<file path="src/rtl/core/bgi_queue.sv">
module bgi_queue #(
  parameter int unsigned W = 8
) (
  input  logic         clk_i,
  input  logic         rst_ni,
  input  logic         push_i,
  input  logic [W-1:0] data_i,
  output logic         full_o,
  input  logic         pop_i,
  output logic         empty_o,
  output logic [W-1:0] data_o
);

  logic [W-1:0] slot_q [2];
  logic         wr_ptr_q, rd_ptr_q;
  logic [1:0]   cnt_q;
  logic         do_push, do_pop;

  assign full_o  = (cnt_q == 2'd2);
  assign empty_o = (cnt_q == 2'd0);
  assign do_push = push_i && !full_o;
  assign do_pop  = pop_i && !empty_o;
  assign data_o  = slot_q[rd_ptr_q];

  always_ff @(posedge clk_i or negedge rst_ni) begin
    if (!rst_ni) begin
      wr_ptr_q <= 1'b0;
      rd_ptr_q <= 1'b0;
      cnt_q    <= 2'd0;
    end else begin
      if (do_push) wr_ptr_q <= !wr_ptr_q;
      if (do_pop) rd_ptr_q <= !rd_ptr_q;
      cnt_q <= cnt_q + 2'(do_push) - 2'(do_pop);
    end
  end

  always_ff @(posedge clk_i) begin
    if (do_push) slot_q[wr_ptr_q] <= data_i;
  end

endmodule

</file>
<file path="config.mk">
export PLATFORM = sky130hd
export DESIGN_NAME = bgi_queue
export DESIGN_NICKNAME = d
export VERILOG_FILES = /design/src/rtl/core/bgi_queue.sv
export SDC_FILE = /design/constraint.sdc
export NUM_CORES = 1
export LEC_CHECK = 0
export ABC_CLOCK_PERIOD_IN_PS = 1800
export BUFFER_PORTS_ARGS = -buffer_cell sky130_fd_sc_hd__buf_2
export CAP_MARGIN = 20
export CORE_UTILIZATION = 40
export CTS_CLUSTER_DIAMETER = 40
export CTS_CLUSTER_SIZE = 12
export DETAILED_ROUTE_END_ITERATION = 6
export SETUP_SLACK_MARGIN = 0.2
export SLEW_MARGIN = 20
export SYNTH_ARGS = -nofsm -noshare
export SYNTH_HDL_FRONTEND = slang
export SYNTH_SLANG_ARGS = --single-unit
</file>
<file path="constraint.sdc">
create_clock -name clk_i -period 1.8 [get_ports clk_i]
set_input_delay 0.09 -clock clk_i [delete_from_list [all_inputs] [get_ports clk_i]]
set_output_delay 0.09 -clock clk_i [all_outputs]
set_load 0.02 [all_outputs]
</file>
==> run_results.csv <==
group,metric,value,unit
final_layout,area_growth,37.42,%
setup_path,crit_slowest_cell,"dfrtp_1",
setup_path,cp_cell_sequence,"nand2b_1, nand2_2, ha_1, inv_1, ha_1, xnor2_2, xnor2_1",
route,dr.pass1.iters,1,
synth,synth_area,775.7,um2
clock_network,clkTransAtPathRegs,0.10,ns
final_layout,nFillCells,160,
pwr,swShare,33.82,%
synth,synth.avg_cell_area,18.04,um2
placement,place_area,917.1,um2
pwr,irDropWorstVdd,0.8844,mV
placement,dp_hpwl,764.7,um
sta,tns,0,ns
placement,port_buffers,21,
sta,finalSetupViolCount,0,
floorplan,die_y,46.04,um
clock_network,cts_buffer_depth,2,
final_layout,drive_above_1_share,50.00,%
setup_path,crit_buf_inv,1,
floorplan,start_util,43.97,%
sta,drv_slew,0,
setup_path,critical_path_class,"flop to flop",
setup_path,end_kind,"flop",
clock_network,cts_tree,"done",
floorplan,io_pins,22,
synth,yosysUniqueCellTypes,13,
sta,maxSlewHeadroom,73.06,%
floorplan,core-area,1764,um2
pwr,pwr-share-clk,12.8,%
outcome,status,"finished, final reports clean",
pwr,power_leakage,0.0004446,uW
clock_network,clockRootBuffer,"clkbuf_4",
sta,clock-skew-final,0.003973,ns
clock_network,clock-sinks,20,
final_layout,layout_commonest_cell,"buf_2",
setup_path,cp-start-kind,"flop",
synth,synth_warnings,0,
global_routing,antenna_found_initial,0,
sta,tightest_slew,0.4041,ns
clock_network,insertion_delay,0.28,ns
pwr,p_int,1051,uW
worst_hold_path,holdCritPathClass,"input pin to flop",
route,avgRoutedWirePerCell,11.50,um
synth,ys_ff_latch,20,
setup_path,crit_arrival,1.70,ns
floorplan,dieArea,2120,um2
synth,synth-seq-area-share,74.84,%
clock_network,htreeDepth,1,
synth,synth_nets,57,
setup_path,cp_common_cell,"ha_1",
final_layout,layout.cells.non_filler,105,
global_routing,grt_max_degree,12,
setup_path,cp_num_cells,7,
setup_path,critPathTopFamily,"adder cells",
sta,final_hold_viol_count,0,
final_layout,antenna_cells,0,
floorplan,die_x,46.04,um
setup_path,cp_max_fo,3,
route,route.vias.total,461,
placement,dp_slack,0.2860,ns
sta,period_share,84.80,%
synth,syn_inst,43,
setup_path,reg2reg_depth,7,
placement,dp.cells,89,
route,drt-total-wl,1.207,mm
setup_path,worstPathRequired,1.97,ns
job,max_cap_viol_count,0,
floorplan,rows,15,
route,vias_per_cell,4.390,
worst_hold_path,whs_path_depth,3,
pwr,p_comb_share,41.0,%
final_layout,most-common-layout-cells,"buf_2 (21), edfxtp_1 (16), dlygate4sd3_1 (9), mux2_2 (8)",
global_routing,grt_pass1_wl,1.731,mm
pwr,powerDensity,1490,nW/um2
route,drc,0,
global_routing,grt-ovfl-total,0,
final_layout,final_nets,95,
route,ant_nets,0,
global_routing,grt_pass1_vias,433,
clock_network,numCtsBuffers,3,
sta,layout_min_cycle_time,1.526,ns
pwr,p_switching,537.0,uW
placement,gp_congestion,0.6612,
final_layout,fin_area,1066,um2
setup_path,cpPeakStageDelay,0.42,ns
sta,setup_ws,0.2736,ns
sta,rsz0062_at_grt,"false",
sta,timing.fmax,655.1,MHz
global_routing,grtUsageTotal,12.20,%
route,drtIter0Drc,0,
pwr,seq_power_share,46.2,%
-- final cells by class --
cell class / instances / area (um2) / area share [%]
flip-flops and latches: 20 / 580.6 / 54.46
clock buffers: 4 / 26.28 / 2.465
multi-input cells: 20 / 195.2 / 18.31
repair buffers: 34 / 225.2 / 21.13
well taps: 25 / 31.28 / 2.934
inverters: 2 / 7.507 / 0.7042
-- through the flow --
stage | hold slack, ns | util [%] | power, uW
6_report | 0.1165 | 60.43 | 1588
5_1_grt | 0.1493 | 60.43 | 1696
4_1_cts | 0.1226 | 58.58 | 1545
3_5_place_dp | -0.09805 | 51.99 | 1324
3_3_place_gp | -0.09667 | 51.99 | 1317
2_1_floorplan | -0.2056 | - | 1150
-- worst min-delay path, stage by stage --
cell     delay, ns
buf_2         0.11
nand2_2       0.09
xnor2_1       0.07
-- registers in the layout, summed over array words and instances, names as in the netlist --
register / count
rd_ptr_q: 1
cnt_q: 2
slot_q: 16
wr_ptr_q: 1
-- cell families after synthesis --
group,share of synthesized area [%]
xor+xnor,4.517
buf+inv,1.613
fa+ha+maj,3.225
simple gates,4.195
flops,74.84
mux,11.61
-- repair_timing --
item                                    CTS  global route
gates resized for setup                   0             2
endpoints found under the hold margin    20             0
hold buffers                              9             0
setup buffers                             0             3
endpoints found under the setup margin    0             1
-- Yosys cell counts --
| library cell | n | area [um2] |
|---|---|---|
| mux2_2 | 8 | 90.09 |
| buf_2 | 1 | 5.000 |
| and3_1 | 1 | 6.260 |
| nand2b_1 | 1 | 6.260 |
| nor2_1 | 2 | 7.510 |
| edfxtp_1 | 16 | 480.5 |
| inv_1 | 2 | 7.510 |
| dfrtp_1 | 4 | 100.1 |
| xor2_1 | 1 | 8.760 |
| ha_1 | 2 | 25.02 |
| nand2_1 | 1 | 3.750 |
| xnor2_1 | 3 | 26.28 |
| nor2b_2 | 1 | 8.760 |
-- power groups by stage --
stage / clock [uW] / sequential (uW) / combinational (uW)
6_report: 203 / 733 / 652
5_1_grt: 229 / 752 / 714
4_1_cts: 214 / 738 / 593
3_5_place_dp: 0 / 747 / 576
3_3_place_gp: 0 / 744 / 574
2_1_floorplan: 0 / 696 / 454
-- worst paths after layout --
kind | startpoint | endpoint | slack [ns]
max | cnt_q[1] | cnt_q[1] | 0.27
max reg2reg | cnt_q[1] | cnt_q[1] | 0.27
min | push_i | wr_ptr_q | 0.12
min reg2reg | wr_ptr_q | wr_ptr_q | 0.51
max in group asynchronous | rst_ni | rd_ptr_q | 1.54
min in group asynchronous | rst_ni | cnt_q[1] | 0.13
-- per-layer routing --
layer  routed length, um  share of wire (%)  global-route usage, %
met1                 547                 45                  15.84
met2                 619                 51                  19.72
met3                  41                3.4                  2.381
met4                   0                  0                  5.294
met5                   0                  0                      0
(Power assumes the default switching activity.)
